### src/rtl/wheel_trial_division_factorizer_assert.svh
// Assertion helpers used by the factorizer RTL.
// Each macro expects clk and rst_n in scope.
`ifndef WHEEL_TRIAL_DIVISION_FACTORIZER_ASSERT_SVH
`define WHEEL_TRIAL_DIVISION_FACTORIZER_ASSERT_SVH

// Same-cycle implication, off during reset.
`define WTDF_ASSERT_IMPLIES(lbl, ante, cons, msg) \
  lbl: assert property (@(posedge clk) disable iff (!rst_n) (ante) |-> (cons)) \
    else $error(msg);

// Next-cycle implication, off during reset.
`define WTDF_ASSERT_NEXT(lbl, ante, cons, msg) \
  lbl: assert property (@(posedge clk) disable iff (!rst_n) (ante) |=> (cons)) \
    else $error(msg);

`endif

### src/rtl/wtdf_pkg.sv
package wtdf_pkg;

  // Default operand width
  localparam int NUMBER_WIDTH_DEF = 32;

  // mod-210 wheel
  localparam int WHEEL_LENGTH = 48;
  localparam int WPOS_W       = $clog2(WHEEL_LENGTH);
  localparam int GAP_W        = 4;

  // Cap on results per number, and the width of the factor count
  localparam int MAX_RESULTS = 32;
  localparam int CNT_W       = $clog2(MAX_RESULTS);

  // Wheel gaps, entry 1 leads from 1 to the first wheel candidate 11
  localparam logic [GAP_W-1:0] WHEEL_GAP [WHEEL_LENGTH] = '{
    4'd2, 4'd10, 4'd2, 4'd4, 4'd2, 4'd4, 4'd6, 4'd2, 4'd6, 4'd4,
    4'd2, 4'd4,  4'd6, 4'd6, 4'd2, 4'd6, 4'd4, 4'd2, 4'd6, 4'd4,
    4'd6, 4'd8,  4'd4, 4'd2, 4'd4, 4'd2, 4'd4, 4'd8, 4'd6, 4'd4,
    4'd6, 4'd2,  4'd4, 4'd6, 4'd2, 4'd6, 4'd6, 4'd4, 4'd2, 4'd4,
    4'd6, 4'd2,  4'd6, 4'd4, 4'd2, 4'd4, 4'd2, 4'd10
  };

  // Wheel start: first candidate and the gap index that follows it
  localparam int                WHEEL_FIRST_CAND = 11;
  localparam logic [WPOS_W-1:0] WHEEL_FIRST_POS  = WPOS_W'(2);

  // Small primes tried before the wheel
  localparam logic [1:0] SP_LAST = 2'd3;

  function automatic logic [2:0] small_prime(input logic [1:0] idx);
    logic [2:0] p;
    case (idx)
      2'd0:    p = 3'd2;
      2'd1:    p = 3'd3;
      2'd2:    p = 3'd5;
      2'd3:    p = 3'd7;
      default: p = 3'd2;
    endcase
    return p;
  endfunction

  // Sequencer states
  typedef enum logic [2:0] {
    S_IDLE,
    S_ONE,
    S_LOAD,
    S_DIV,
    S_DECIDE,
    S_FOUND,
    S_FIN_PEND,
    S_FIN_REM
  } wtdf_state_t;

endpackage

### src/rtl/wheel_trial_division_factorizer.sv
// An input of 0 or 1 gives its single result from state S_ONE once the output register is free.
// Each trial divisor runs through load, the serial divider with one quotient bit per cycle
// and the candidate square built alongside, and decide; each factor found adds a found
// step, which may wait on the output; a 32-bit prime takes about 15000 trials.
// Throughput: one number at a time; the next is taken once the last result is queued.
// Reset: rst_n synchronous active low; returns to idle with no result pending.
module wheel_trial_division_factorizer
  import wtdf_pkg::*;
#(
  parameter int NUMBER_WIDTH = NUMBER_WIDTH_DEF
) (
  input  logic                    clk,
  input  logic                    rst_n,
  input  logic                    in_valid,
  output logic                    in_ready,
  input  logic [NUMBER_WIDTH-1:0] in_number,
  output logic                    out_valid,
  input  logic                    out_ready,
  output logic [NUMBER_WIDTH-1:0] out_factor,
  output logic                    out_has_factor,
  output logic                    out_last
);

  localparam int W     = NUMBER_WIDTH;
  localparam int BIT_W = $clog2(W);

  wtdf_state_t state_r, state_nxt;

  // Working registers
  logic [W-1:0]      rem_r, rem_nxt;
  logic [W-1:0]      cand_r, cand_nxt;
  logic [WPOS_W-1:0] wpos_r, wpos_nxt;
  logic              small_r, small_nxt;
  logic [1:0]        sp_idx_r, sp_idx_nxt;
  logic [CNT_W-1:0]  cnt_r, cnt_nxt;
  logic              pend_valid_r, pend_valid_nxt;
  logic [W-1:0]      pend_r, pend_nxt;

  // Serial divider and squarer
  logic [W-1:0]      prem_r, prem_nxt;
  logic [W-1:0]      qd_r, qd_nxt;
  logic [2*W-1:0]    acc_r, acc_nxt;
  logic [W-1:0]      mpl_r, mpl_nxt;
  logic [BIT_W-1:0]  bit_r, bit_nxt;

  // Output register
  logic              out_valid_r, out_valid_nxt;
  logic [W-1:0]      out_factor_r;
  logic              out_has_r, out_last_r;

  logic              out_free, out_load;
  logic [W-1:0]      out_factor_d;
  logic              out_has_d, out_last_d;
  logic              found_go;

  logic              n_small, rem_gt1, too_big, divisible, at_cap, bit_last;
  logic [W:0]        p_shift, p_sub;
  logic              p_ge;
  logic [W:0]        sq_sum;

  assign out_free  = !out_valid_r || out_ready;
  assign n_small   = (in_number[W-1:1] == '0);
  assign rem_gt1   = (rem_r[W-1:1] != '0);
  assign too_big   = !small_r && (acc_r > {{W{1'b0}}, rem_r});
  assign divisible = (prem_r == '0);
  assign at_cap    = (cnt_r == CNT_W'(MAX_RESULTS - 1));
  assign bit_last  = (bit_r == BIT_W'(W - 1));

  // Restoring division step: one quotient bit per cycle
  assign p_shift = {prem_r, qd_r[W-1]};
  assign p_ge    = (p_shift >= {1'b0, cand_r});
  assign p_sub   = p_shift - {1'b0, cand_r};

  // Shift-add squaring step: one multiplier bit per cycle
  assign sq_sum  = {1'b0, acc_r[2*W-1:W]} + (mpl_r[0] ? {1'b0, cand_r} : '0);

  // Next state
  always_comb begin
    state_nxt = state_r;
    case (state_r)
      S_IDLE: begin
        if (in_valid) state_nxt = n_small ? S_ONE : S_LOAD;
      end
      S_ONE: begin
        if (out_free) state_nxt = S_IDLE;
      end
      S_LOAD: state_nxt = S_DIV;
      S_DIV: begin
        if (bit_last) state_nxt = S_DECIDE;
      end
      S_DECIDE: begin
        if (too_big || (divisible && at_cap)) begin
          state_nxt = pend_valid_r ? S_FIN_PEND : S_FIN_REM;
        end else if (divisible) begin
          state_nxt = S_FOUND;
        end else begin
          state_nxt = S_LOAD;
        end
      end
      S_FOUND: begin
        if (!pend_valid_r || out_free) state_nxt = S_LOAD;
      end
      S_FIN_PEND: begin
        if (out_free) state_nxt = rem_gt1 ? S_FIN_REM : S_IDLE;
      end
      S_FIN_REM: begin
        if (out_free) state_nxt = S_IDLE;
      end
      default: state_nxt = S_IDLE;
    endcase
  end

  // Outputs of the sequencer: handshake and result load
  always_comb begin
    in_ready     = 1'b0;
    out_load     = 1'b0;
    out_factor_d = pend_r;
    out_has_d    = 1'b1;
    out_last_d   = 1'b0;
    found_go     = 1'b0;
    case (state_r)
      S_IDLE: in_ready = 1'b1;
      S_ONE: begin
        out_load     = out_free;
        out_factor_d = '0;
        out_has_d    = 1'b0;
        out_last_d   = 1'b1;
      end
      S_FOUND: begin
        found_go = !pend_valid_r || out_free;
        out_load = pend_valid_r && out_free;
      end
      S_FIN_PEND: begin
        out_load   = out_free;
        out_last_d = !rem_gt1;
      end
      S_FIN_REM: begin
        out_load     = out_free;
        out_factor_d = rem_r;
        out_last_d   = 1'b1;
      end
      default: ;
    endcase
  end

  // Datapath
  always_comb begin
    rem_nxt        = rem_r;
    cand_nxt       = cand_r;
    wpos_nxt       = wpos_r;
    small_nxt      = small_r;
    sp_idx_nxt     = sp_idx_r;
    cnt_nxt        = cnt_r;
    pend_valid_nxt = pend_valid_r;
    pend_nxt       = pend_r;
    prem_nxt       = prem_r;
    qd_nxt         = qd_r;
    acc_nxt        = acc_r;
    mpl_nxt        = mpl_r;
    bit_nxt        = bit_r;
    case (state_r)
      S_IDLE: begin
        if (in_valid && !n_small) begin
          rem_nxt        = in_number;
          small_nxt      = 1'b1;
          sp_idx_nxt     = '0;
          cand_nxt       = W'(small_prime(2'd0));
          cnt_nxt        = '0;
          pend_valid_nxt = 1'b0;
        end
      end
      S_LOAD: begin
        prem_nxt = '0;
        qd_nxt   = rem_r;
        acc_nxt  = '0;
        mpl_nxt  = cand_r;
        bit_nxt  = '0;
      end
      S_DIV: begin
        prem_nxt = p_ge ? p_sub[W-1:0] : p_shift[W-1:0];
        qd_nxt   = {qd_r[W-2:0], p_ge};
        acc_nxt  = {sq_sum, acc_r[W-1:1]};
        mpl_nxt  = {1'b0, mpl_r[W-1:1]};
        bit_nxt  = bit_r + BIT_W'(1);
      end
      S_DECIDE: begin
        // no factor: move to the next trial divisor
        if (!too_big && !divisible) begin
          if (small_r) begin
            if (sp_idx_r == SP_LAST) begin
              small_nxt = 1'b0;
              cand_nxt  = W'(WHEEL_FIRST_CAND);
              wpos_nxt  = WHEEL_FIRST_POS;
            end else begin
              sp_idx_nxt = sp_idx_r + 2'd1;
              cand_nxt   = W'(small_prime(sp_idx_r + 2'd1));
            end
          end else begin
            cand_nxt = cand_r + W'(WHEEL_GAP[wpos_r]);
            wpos_nxt = (wpos_r == WPOS_W'(WHEEL_LENGTH - 1)) ? '0 : wpos_r + WPOS_W'(1);
          end
        end
      end
      S_FOUND: begin
        // hold the new factor back until we know whether it is the last
        if (found_go) begin
          pend_nxt       = cand_r;
          pend_valid_nxt = 1'b1;
          cnt_nxt        = cnt_r + CNT_W'(1);
          rem_nxt        = qd_r;
        end
      end
      default: ;
    endcase
  end

  assign out_valid_nxt = out_load || (out_valid_r && !out_ready);

  // Control registers
  always_ff @(posedge clk) begin
    if (!rst_n) begin
      state_r      <= S_IDLE;
      out_valid_r  <= 1'b0;
      pend_valid_r <= 1'b0;
      small_r      <= 1'b0;
      sp_idx_r     <= '0;
      cnt_r        <= '0;
      wpos_r       <= '0;
      bit_r        <= '0;
    end else begin
      state_r      <= state_nxt;
      out_valid_r  <= out_valid_nxt;
      pend_valid_r <= pend_valid_nxt;
      small_r      <= small_nxt;
      sp_idx_r     <= sp_idx_nxt;
      cnt_r        <= cnt_nxt;
      wpos_r       <= wpos_nxt;
      bit_r        <= bit_nxt;
    end
  end

  // Payload registers
  always_ff @(posedge clk) begin
    rem_r  <= rem_nxt;
    cand_r <= cand_nxt;
    pend_r <= pend_nxt;
    prem_r <= prem_nxt;
    qd_r   <= qd_nxt;
    acc_r  <= acc_nxt;
    mpl_r  <= mpl_nxt;
    if (out_load) begin
      out_factor_r <= out_factor_d;
      out_has_r    <= out_has_d;
      out_last_r   <= out_last_d;
    end
  end

  assign out_valid      = out_valid_r;
  assign out_factor     = out_factor_r;
  assign out_has_factor = out_has_r;
  assign out_last       = out_last_r;

  // Checks
  `include "wheel_trial_division_factorizer_assert.svh"

  `WTDF_ASSERT_NEXT(a_accept_leaves_idle, in_valid && in_ready, state_r != S_IDLE, "accepted beat did not start work")
  `WTDF_ASSERT_IMPLIES(a_wheel_cand_odd, state_r == S_DECIDE && !small_r, cand_r[0], "even wheel candidate")
  `WTDF_ASSERT_IMPLIES(a_fin_has_pend, state_r == S_FIN_PEND, pend_valid_r, "final flush with no held factor")
  `WTDF_ASSERT_IMPLIES(a_found_below_cap, state_r == S_FOUND, !at_cap, "factor count past result cap")

endmodule
### config.mk
export PLATFORM = sky130hd
export DESIGN_NAME = wheel_trial_division_factorizer
export DESIGN_NICKNAME = d
export VERILOG_FILES = /design/src/rtl/wtdf_pkg.sv /design/src/rtl/wheel_trial_division_factorizer.sv
export VERILOG_INCLUDE_DIRS = /design/src /design/src/rtl
export SDC_FILE = /design/constraint.sdc
export NUM_CORES = 1
export LEC_CHECK = 0
export BUFFER_PORTS_ARGS = -buffer_cell sky130_fd_sc_hd__buf_2
export CAP_MARGIN = 10
export CORE_MARGIN = 2
export CORE_UTILIZATION = 57
export CTS_CLUSTER_SIZE = 14
export DETAILED_ROUTE_END_ITERATION = 10
export PLACE_DENSITY = 0.77
export SYNTH_ARGS = -nofsm -noshare
export SYNTH_HDL_FRONTEND = slang
export SYNTH_SLANG_ARGS = --single-unit
### constraint.sdc
create_clock -name clk -period 9 [get_ports clk]
set_input_delay 0.45 -clock clk [delete_from_list [all_inputs] [get_ports clk]]
set_output_delay 0.45 -clock clk [all_outputs]
set_load 0.02 [all_outputs]
==> results of run 1 <==
[final cells by class]
type                    count  area (µm²)  area share
flip-flops and latches    314        9189      0.4670
multi-input cells        1198        8088      0.4110
clock buffers              42       923.4     0.04693
well taps                 396       495.5     0.02518
repair buffers             82       437.9     0.02226
inverters                  99       376.6     0.01914
clock inverters            18       166.4    0.008457
[cells by family after synthesis]
group                      synth area share
AOI/OAI and AO/OA                    0.1434
xor gates and xnor gates            0.03429
adders and majority gates           0.08313
buffers and inverters               0.03478
DFF                                  0.5139
muxes                               0.03198
and+or+nand+nor                      0.1586
[layout by cell type, fill, tap and decap left out, drive strengths merged, types with 22 or more instances in the layout]
cell type,instances
buf,82
and2,35
nor2,136
nand3,42
o21ai,114
xnor2,50
clkbuf,42
a211oi,22
inv,99
nor4,39
and3,47
nand4,28
ha,114
dfxtp,24
a22o,33
a21oi,95
a21o,42
nor3,37
edfxtp,290
mux2,33
nand2,143
[sequential cells by signal, indices dropped and copies added, names as in the netlist, 3 cells and up]
signal and count:
pend_r 32, wpos_r 6, qd_r 32, cand_r 32, cnt_r 5, prem_r 32
mpl_r 32, out_factor 32, state_r 3, rem_r 32, acc_r 64, bit_r 5
[metrics by stage]
step,instances,power (mW),cell area [µm²]
6_report,2149,6.604,19680
4_1_cts,2149,6.584,19680
2_1_floorplan,1676,4.449,17880
3_5_place_dp,2089,5.178,18590
3_3_place_gp,2089,5.106,18590
5_1_grt,2149,6.996,19680
[power groups by stage]
| stage | Sequential [mW] | Clock, mW | Combinational (mW) |
|---|---|---|---|
| floorplan | 2.53 | 0 | 1.92 |
| finish | 2.53 | 1.39 | 2.68 |
| global route | 2.57 | 1.47 | 2.96 |
| CTS | 2.53 | 1.40 | 2.65 |
| detailed placement | 2.55 | 0 | 2.63 |
| global placement | 2.53 | 0 | 2.57 |
[layer usage]
metal	wire length, µm	track usage
met2	21280	0.4509
met4	1551	0.09398
met3	3706	0.04535
met1	18340	0.3625
met5	14	0
[worst max-delay path by stage]
stage,from,to,cells past startpoint,slack [ps]
after floorplan,state_r[2],out_factor[0],5,3240
after global placement,mpl_r[0],acc_r[52],12,5030
after detailed placement,mpl_r[0],acc_r[61],13,4970
after CTS,mpl_r[0],acc_r[61],13,4890
after global routing,mpl_r[0],acc_r[61],13,4640
final,mpl_r[0],acc_r[61],13,4890
==> summary.md, run 1 <==
| Metric | Value |
|---|---|
| Outcome | `finished clean` |
| Post-route ant nets | `0` |
| Post-layout util | `0.6399` |
| GP Congestion | `0.9407` |
| Setup crit start kind | `register` |
| Post-Synthesis Cell Area | `17880 µm²` |
| Crit path required time | `9350 ps` |
| TritonCTS Sinks | `314` |
| Number of global-route vias before repair | `13230` |
| Synth Register Bits | `314` |
| Switching share of power | `0.3944` |
| Avg Inst Size Synth | `10.67 µm²` |
| Aggregate global-route resource usage | `0.2714` |
| Share of flip-flops with an asynchronous set or reset | `0` |
| Max-cap violations | `0` |
| Yosys top cell by area | `edfxtp_1` |
| Fin crit period | `4114 ps` |
| DP HPWL | `31810 µm` |
| Most common cell in the synthesized netlist | `edfxtp_1` |
| Worst Hold Class | `in2reg` |
| Reg clk slew, reported paths | `60 ps` |
| Final hold vios | `0` |
| Slew @ Worst Pin | `1190 ps` |
| Synth cell types | `81` |
| FF-to-FF End | `acc_r[61]` |
| Buffers from clock root to sink, at most | `3` |
| Final setup margin | `4886 ps` |
| Post-cts resize count | `0` |
| Hold Path Sink | `rem_r[23]` |
| DIE AREA | `32800 µm²` |
| Number of CTS-inserted buffers | `35` |
| Fill cells | `2383` |
| Worst setup path class | `reg2reg` |
| Core box area | `30750 µm²` |
| Fin Hold WS | `250.0 ps` |
| Relative slew slack | `0.2070` |
| Die Wd | `181.1 µm` |
| Number of cells on the worst reg-to-reg path | `13` |
| First-pass GRT wire length | `70860 µm` |
| First-pass DRT Iterations | `5` |
| Vias per inst | `6.345` |
| Total internal power | `3.999 mW` |
| Die span in y | `181.1 µm` |
| Crit path max fanout | `32` |
| Dominant cells by area after synthesis | `edfxtp_1 49%, ha_1 8.0%, o21ai_0 3.1%, nand2_1 3.0%, nor2_1 2.8%` |
| Reg2reg start | `mpl_r[0]` |
| CTS tree | `built` |
| Final period util | `0.4571` |
| # IOs | `72` |
| CP max-delay cell | `edfxtp_1` |
| Clock skew | `13.57 ps` |
| Crit-path cells | `and2_1 > ha_1 > inv_1 > fa_1 > nor2b_1 > o21ai_0 > a2111o_1 > o211ai_1 > a22oi_1 > a31oi_1 > o2111ai_1 > a21o_1 > a21oi_1` |
| DR WL/cell | `20.89 µm` |
| Mapped Cells | `1676` |
| Worst Hold Launch | `in_number[23]` |
| Final setup violation count | `0` |
| Gr ovfl total | `0` |
| Setup bufs post-CTS | `0` |
| CP peak stage delay | `870 ps` |
| YS warnings | `0` |
| H-tree depth | `2` |
| Final Slew Violations | `0` |
| RSZ-0062 raised after global routing | `false` |
| Number of port buffers | `71` |
| Mapped Nets | `1829` |
| Leakage | `7.741 nW` |
| PwrDens | `335.6 nW/µm²` |
| Sequential share of the synthesized area | `0.5139` |
| Reg2reg setup slack | `4890 ps` |
| Diode count | `0` |
| Row count | `64` |
| Hold buffer count at cts | `0` |
| Initial Util | `0.5815` |
| Setup TNS | `0 ps` |
| Comb pwr share | `0.406` |
| Net switching power | `2.605 mW` |
| WHS Path Cells | `2` |
| Area Growth Syn to Fin | `10.04%` |
| DR iter-0 viols | `1435` |
| CP top delay family | `compound AO/OA/AOI/OAI gates` |
| Post-synth top area share | `0.4870` |
| Layout cells sized above 1 | `0.1078` |
| Data arrival at the endpoint of the critical path | `4460 ps` |
| Later-pin clock latency in the skew report | `520 ps` |
| Root Buffer | `clkbuf_16` |
| DRT Wirelength | `44890 µm` |
| Post-synth EDFFs | `290` |
| Buf/Inv on CP | `1` |
| Final layout net count | `1883` |
| # DRC | `0` |
| Most instantiated cells after synthesis | `290 x edfxtp_1, 142 x nand2_1, 135 x nor2_1` |
| Worst Setup End Kind | `register` |
| Sequential Power Share | `0.384` |
| Clock power frac | `0.211` |
| Dpl ws | `4972 ps` |
| Main synth FF type | `edfxtp_1` |
| Vias | `13640` |
| Initial antenna violation count | `2` |
| Peak VDD IR | `0.1799 mV` |
| Largest net degree at the start of global routing | `96` |
| Fmax | `243.1 MHz` |
No activity file was read; power rests on OpenSTA's default activity.
==> run 2: changes to the inputs <==
--- a/config.mk
+++ b/config.mk
@@ -9,10 +9,10 @@
 export BUFFER_PORTS_ARGS = -buffer_cell sky130_fd_sc_hd__buf_2
 export CAP_MARGIN = 10
 export CORE_MARGIN = 2
-export CORE_UTILIZATION = 57
+export CORE_UTILIZATION = 60
 export CTS_CLUSTER_SIZE = 14
 export DETAILED_ROUTE_END_ITERATION = 10
-export PLACE_DENSITY = 0.77
+export PLACE_DENSITY = 0.78
 export SYNTH_ARGS = -nofsm -noshare
 export SYNTH_HDL_FRONTEND = slang
 export SYNTH_SLANG_ARGS = --single-unit
==> constraint.sdc (replaced) <==
create_clock -name clk -period 4.06 [get_ports clk]
set_input_delay 0.203 -clock clk [delete_from_list [all_inputs] [get_ports clk]]
set_output_delay 0.203 -clock clk [all_outputs]
set_load 0.02 [all_outputs]
==> summary.md, run 2 (same netlist as run 1, synthesis figures left out) <==
| Metric | Value |
|---|---|
| Final layout net count | `1920 (+2.0%)` |
| Worst Setup End Kind | `register` |
| Area Growth Syn to Fin | `11.91%` |
| Reg clk slew, reported paths | `60 ps (about the same)` |
| GP Congestion | `0.9916 (+5.4%)` |
| Max reg flops | `64 (unchanged)` |
| Setup TNS | `0 ps (unchanged)` |
| Row count | `63 (-1.6%)` |
| Vias per inst | `6.333 (-0.19%)` |
| Post-layout util | `0.6788 (+0.03887)` |
| Initial antenna violation count | `0 (-2)` |
| DR WL/cell | `20.37 µm (-2.5%)` |
| Peak VDD IR | `0.5450 mV (+200%)` |
| Max-cap violations | `0 (unchanged)` |
| WHS Path Cells | `2 (unchanged)` |
| Largest net degree at the start of global routing | `131 (+36%)` |
| First-pass GRT wire length | `70120 µm (-1.0%)` |
| # DRC | `0 (unchanged)` |
| Worst Hold Class | `in2reg` |
| Core box area | `29480 µm² (-4.1%)` |
| FF-to-FF End | `cand_r[29]` |
| DR iter-0 viols | `1316 (-8.3%)` |
| Aggregate global-route resource usage | `0.2849 (+0.01346)` |
| Reg2reg setup slack | `320 ps (-4560 ps)` |
| Met2 usage | `0.4648 (+0.01396)` |
| Worst Hold Launch | `in_number[15]` |
| Buffers from clock root to sink, at most | `3 (unchanged)` |
| Number of CTS-inserted buffers | `35 (unchanged)` |
| Die span in y | `176.6 µm (-2.5%)` |
| Initial Util | `0.6065 (+0.02503)` |
| RSZ-0062 raised after global routing | `false` |
| Fmax | `267.6 MHz (+10%)` |
| Fin Hold WS | `14.36 ps (-235.6 ps)` |
| Hold Path Sink | `rem_r[15]` |
| Relative slew slack | `0.2108 (+0.003821)` |
| Layout cells sized above 1 | `0.1196 (+0.01180)` |
| Leading cell type in the layout, fill and taps excluded | `edfxtp_1` |
| Later-pin clock latency in the skew report | `540 ps (+20 ps)` |
| DIE AREA | `31200 µm² (-4.9%)` |
| Leakage | `7.903 nW (+2.1%)` |
| Gr ovfl total | `0 (unchanged)` |
| Number of global-route vias before repair | `13220 (-0.053%)` |
| Reg2reg start | `wpos_r[0]` |
| Final hold vios | `0 (unchanged)` |
| DP HPWL | `31080 µm (-2.3%)` |
| Vias | `13800 (+1.2%)` |
| Diode count | `0 (unchanged)` |
| Met1 Use GR | `0.3939 (+0.03142)` |
| Number of port buffers | `71 (unchanged)` |
| Worst setup path class | `reg2reg` |
| Commonest cells after routing, fill and taps aside | `290 x edfxtp_1, 141 x nand2_1, 134 x nor2_1` |
| First-pass DRT Iterations | `6 (+1)` |
| Post-route ant nets | `0 (unchanged)` |
| Fin crit period | `3736 ps (-377.5 ps)` |
| H-tree depth | `2 (unchanged)` |
| Setup crit start kind | `register` |
| Outcome | `finished clean` |
| Met3 GRT Util | `0.03544 (-0.009916)` |
| Data arrival at the endpoint of the critical path | `3970 ps (-490 ps)` |
| Clock skew | `22.13 ps (+8.567 ps)` |
| CTS tree | `built` |
| Final period util | `0.9203 (+0.4632)` |
| TritonCTS Sinks | `314 (unchanged)` |
| Grt peak-use layer | `met2` |
| DRT Wirelength | `44400 µm (-1.1%)` |
| Final Slew Violations | `0 (unchanged)` |
| Slew @ Worst Pin | `1184 ps (-5.732 ps)` |
| PwrDens | `734.2 nW/µm² (+120%)` |
| Largest register by flop count | `acc_r` |
| Die Wd | `176.6 µm (-2.5%)` |
| # IOs | `72 (unchanged)` |
| Final setup violation count | `0 (unchanged)` |
| Crit path required time | `4300 ps (-5050 ps)` |
| Root Buffer | `clkbuf_16` |
| Number of cells on the worst reg-to-reg path | `17 (+4)` |
| Crit path max fanout | `6 (-81%)` |
## run 2: stage by stage
| stage | area [µm²] | total power [mW] | instances | worst slack [ps] |
|---|---|---|---|---|
| detailed placement | 18780 | 11.55 | 2104 | 241.9 |
| CTS | 20000 | 14.63 | 2179 | 207.1 |
| global route | 20010 | 15.53 | 2179 | 34.22 |
| floorplan | 17900 | 9.814 | 1676 | 630.1 |
| global placement | 18780 | 11.37 | 2104 | 376.6 |
| finish | 20010 | 14.69 | 2179 | 323.7 |
## run 2: what timing repair did
action / CTS / global route
gates resized for setup: 0 / 4
setup buffers: 0 / 0
setup endpoints to repair: 0 / 10
hold buffers: 16 / 0
endpoints found under the hold margin: 16 / 0
## run 2: area by class of cell
| class | instances | area [µm²] |
|---|---|---|
| repair buffers | 119 | 793.3 |
| well taps | 390 | 488.0 |
| flip-flops and latches | 314 | 9190 |
| fillers | 2168 | 9470 |
| inverters | 99 | 376.6 |
| clock buffers | 43 | 905.9 |
| multi-input cells | 1198 | 8099 |
| clock inverters | 16 | 157.7 |
## run 2: how the worst max path moves through the flow
stage / slack [ps] / start / end / cells after the start
CTS: 210 / wpos_r[0] / cand_r[29] / 17
detailed placement: 240 / wpos_r[0] / cand_r[29] / 17
global route: 30 / wpos_r[0] / cand_r[29] / 17
floorplan: 630 / rem_r[31] / cand_r[0] / 10
finish: 320 / wpos_r[0] / cand_r[29] / 17
global placement: 380 / wpos_r[0] / cand_r[29] / 16
## run 2: layer usage
metal  wire [µm]  up-vias  part of all wire
li1            -     6405                 -
met1       18660     6642              0.42
met2       20790      650              0.47
met3        3458      103             0.078
met4        1491        0             0.034
met5           0        -                 0
## run 2: power by group
group | internal, mW | switching [mW]
registers | 4.92 | 0.624
logic | 2.25 | 3.86
clock network | 1.73 | 1.31
total | 8.90 | 5.79
## run 2: critical path, stage by stage, from the launching register on
cell,delay (ps)
dfxtp_2,380
inv_1,100
ha_1,260
o21ai_1,190
o21ai_0,170
nor2_1,200
a21oi_1,60
a211oi_1,260
a21oi_1,110
fa_1,460
a21o_1,210
nor2b_2,200
and4_1,250
nand2b_1,180
nor2_1,110
nand3_1,110
xnor2_1,130
nor2_1,50
==> run 3: changes to the inputs <==
--- a/config.mk
+++ b/config.mk
@@ -13,6 +13,7 @@
 export CTS_CLUSTER_SIZE = 14
 export DETAILED_ROUTE_END_ITERATION = 10
 export PLACE_DENSITY = 0.78
+export RECOVER_POWER = 25
 export SYNTH_ARGS = -nofsm -noshare
 export SYNTH_HDL_FRONTEND = slang
 export SYNTH_SLANG_ARGS = --single-unit
==> constraint.sdc (replaced) <==
create_clock -name clk -period 4.06 [get_ports clk]
set_input_delay 0.406 -clock clk [delete_from_list [all_inputs] [get_ports clk]]
set_output_delay 0.406 -clock clk [all_outputs]
set_load 0.02 [all_outputs]
==> summary.md, run 3 (same netlist as run 1, synthesis figures left out) <==
| Metric | Value |
|---|---|
| Vias per inst | `6.318 (-0.24%)` |
| Largest register by flop count | `acc_r` |
| Setup crit start kind | `register` |
| Hold buffer count at cts | `0 (-16)` |
| Row count | `63 (unchanged)` |
| Fin crit period | `3741 ps (+4.508 ps)` |
| Number of CTS-inserted buffers | `35 (unchanged)` |
| DRT Wirelength | `44270 µm (-0.29%)` |
| Sequential Power Share | `0.380 (+0.003)` |
| DP HPWL | `31080 µm (unchanged)` |
| Largest net degree at the start of global routing | `131 (unchanged)` |
| Fmax | `267.3 MHz (-0.12%)` |
| TritonCTS Sinks | `314 (unchanged)` |
| Total internal power | `8.811 mW (-0.97%)` |
| Final hold vios | `0 (unchanged)` |
| DR WL/cell | `20.47 µm (+0.45%)` |
| Net switching power | `5.802 mW (+0.14%)` |
| Peak VDD IR | `0.5441 mV (-0.17%)` |
| PwrDens | `740.5 nW/µm² (+0.86%)` |
| Worst setup path class | `reg2reg` |
| Crit path max fanout | `6 (unchanged)` |
| Diode count | `0 (unchanged)` |
| DIE AREA | `31200 µm² (unchanged)` |
| Aggregate global-route resource usage | `0.2835 (-0.001410)` |
| Clock power frac | `0.208 (about the same)` |
| Failing checks | `max-capacitance violations, max-slew violations` |
| First-pass DRT Iterations | `5 (-1)` |
| Final setup violation count | `0 (unchanged)` |
| Worst Hold Class | `in2reg` |
| Leading cell type in the layout, fill and taps excluded | `edfxtp_1` |
| Die Wd | `176.6 µm (unchanged)` |
| Buffers from clock root to sink, at most | `3 (unchanged)` |
| Setup bufs post-CTS | `0 (unchanged)` |
| Commonest cells after routing, fill and taps aside | `290 x edfxtp_1, 141 x nand2_1, 134 x nor2_1` |
| Reg clk slew, reported paths | `60 ps (about the same)` |
| Layout cells sized above 1 | `0.09137 (-0.02825)` |
| Relative slew slack | `-0.4985 (-0.7093)` |
| # IOs | `72 (unchanged)` |
| DR iter-0 viols | `1370 (+4.1%)` |
| Final Slew Violations | `78 (+78)` |
| Comb pwr share | `0.412 (-0.004)` |
| Setup TNS | `0 ps (unchanged)` |
| RSZ-0062 raised after global routing | `false` |
| Worst Setup End Kind | `register` |
| Post-route ant nets | `0 (unchanged)` |
| Final setup margin | `319.2 ps (-4.508 ps)` |
| H-tree depth | `2 (unchanged)` |
| Dpl ws | `241.9 ps (unchanged)` |
| Final layout net count | `1904 (-0.83%)` |
| Area Growth Syn to Fin | `10.36%` |
| Later-pin clock latency in the skew report | `540 ps (about the same)` |
| Initial antenna violation count | `0 (unchanged)` |
| Gr ovfl total | `0 (unchanged)` |
| Leakage | `7.680 nW (-2.8%)` |
| CTS tree | `built` |
| Die span in y | `176.6 µm (unchanged)` |
| Clock skew | `19.90 ps (-2.237 ps)` |
| Outcome | `finished, violations left` |
| Number of port buffers | `71 (unchanged)` |
| First-pass GRT wire length | `69770 µm (-0.50%)` |
| Root Buffer | `clkbuf_16` |
| Core box area | `29480 µm² (unchanged)` |
| Slew @ Worst Pin | `2248 ps (+1064 ps)` |
| GP Congestion | `0.9916 (unchanged)` |
| Data arrival at the endpoint of the critical path | `3980 ps (about the same)` |
| Final period util | `0.9214 (+0.001110)` |
| Number of global-route vias before repair | `13130 (-0.67%)` |
| Max reg flops | `64 (unchanged)` |
| Max-cap violations | `2 (+2)` |
| Initial Util | `0.6065 (unchanged)` |
| Power Total | `14.61 mW (-0.53%)` |
| Switching share of power | `0.3971 (+0.002661)` |
| Vias | `13670 (-0.97%)` |
| Crit path required time | `4290 ps (about the same)` |
| # DRC | `0 (unchanged)` |
-- run 3: cell type report --
class | count | area (µm²)
Clock buffer | 43 | 905.9
Clock inverter | 16 | 157.7
Inverter | 99 | 376.6
Timing Repair Buffer | 103 | 533.0
Sequential cell | 314 | 9190
Multi-Input combinational cell | 1198 | 8083
Tap cell | 390 | 488.0
Fill cell | 2230 | 9747
-- run 3: what timing repair did --
| action | CTS | global route |
|---|---|---|
| endpoints found under the hold margin | 0 | 0 |
| setup endpoints to repair | 0 | 10 |
| gates resized for setup | 0 | 4 |
-- run 3: layer usage --
layer  share of wire  vias up  track usage  wire length [µm]
li1                -     6384            -                 -
met1            0.42     6598       0.3917             18740
met2            0.47      580       0.4634             20680
met3           0.076      104      0.03651              3376
met4           0.033        0       0.1006              1477
met5               0        -            0                 0
-- run 3: through the flow --
step	std cells	area [µm²]	util	hold slack, ps
2_1_floorplan	1676	17900	-	436.2
3_3_place_gp	2104	18780	0.6370	441.8
3_5_place_dp	2104	18780	0.6370	450.5
4_1_cts	2163	19840	0.6731	176.5
5_1_grt	2163	19730	0.6694	188.9
6_report	2163	19730	0.6694	190.9
-- run 3: worst max-delay path, stage by stage, from the launching register on --
cell      delay, ps
dfxtp_2         380
inv_1           100
ha_1            260
o21ai_1         190
o21ai_0         170
nor2_1          200
a21oi_1          60
a211oi_1        260
a21oi_1         110
fa_1            460
a21o_1          210
nor2b_2         200
and4_1          250
nand2b_1        180
nor2_1          110
nand3_1         110
xnor2_1         130
nor2_1           50
-- run 3: final timing paths --
check                 from         end  slack (ps)  cells past startpoint
max reg2reg      wpos_r[0]  cand_r[29]         320                     17
max              wpos_r[0]  cand_r[29]         320                     17
min reg2reg       bit_r[4]    bit_r[4]         460                      2
min          in_number[18]   rem_r[18]         190                      2
-- run 3: power groups by stage --
stage	Clock, mW	Combinational (mW)	Sequential [mW]
after floorplan	0	4.27	5.54
after global placement	0	5.82	5.55
after detailed placement	0	5.98	5.57
after CTS	3.07	6.03	5.53
after global routing	3.17	6.62	5.64
final	3.04	6.02	5.55
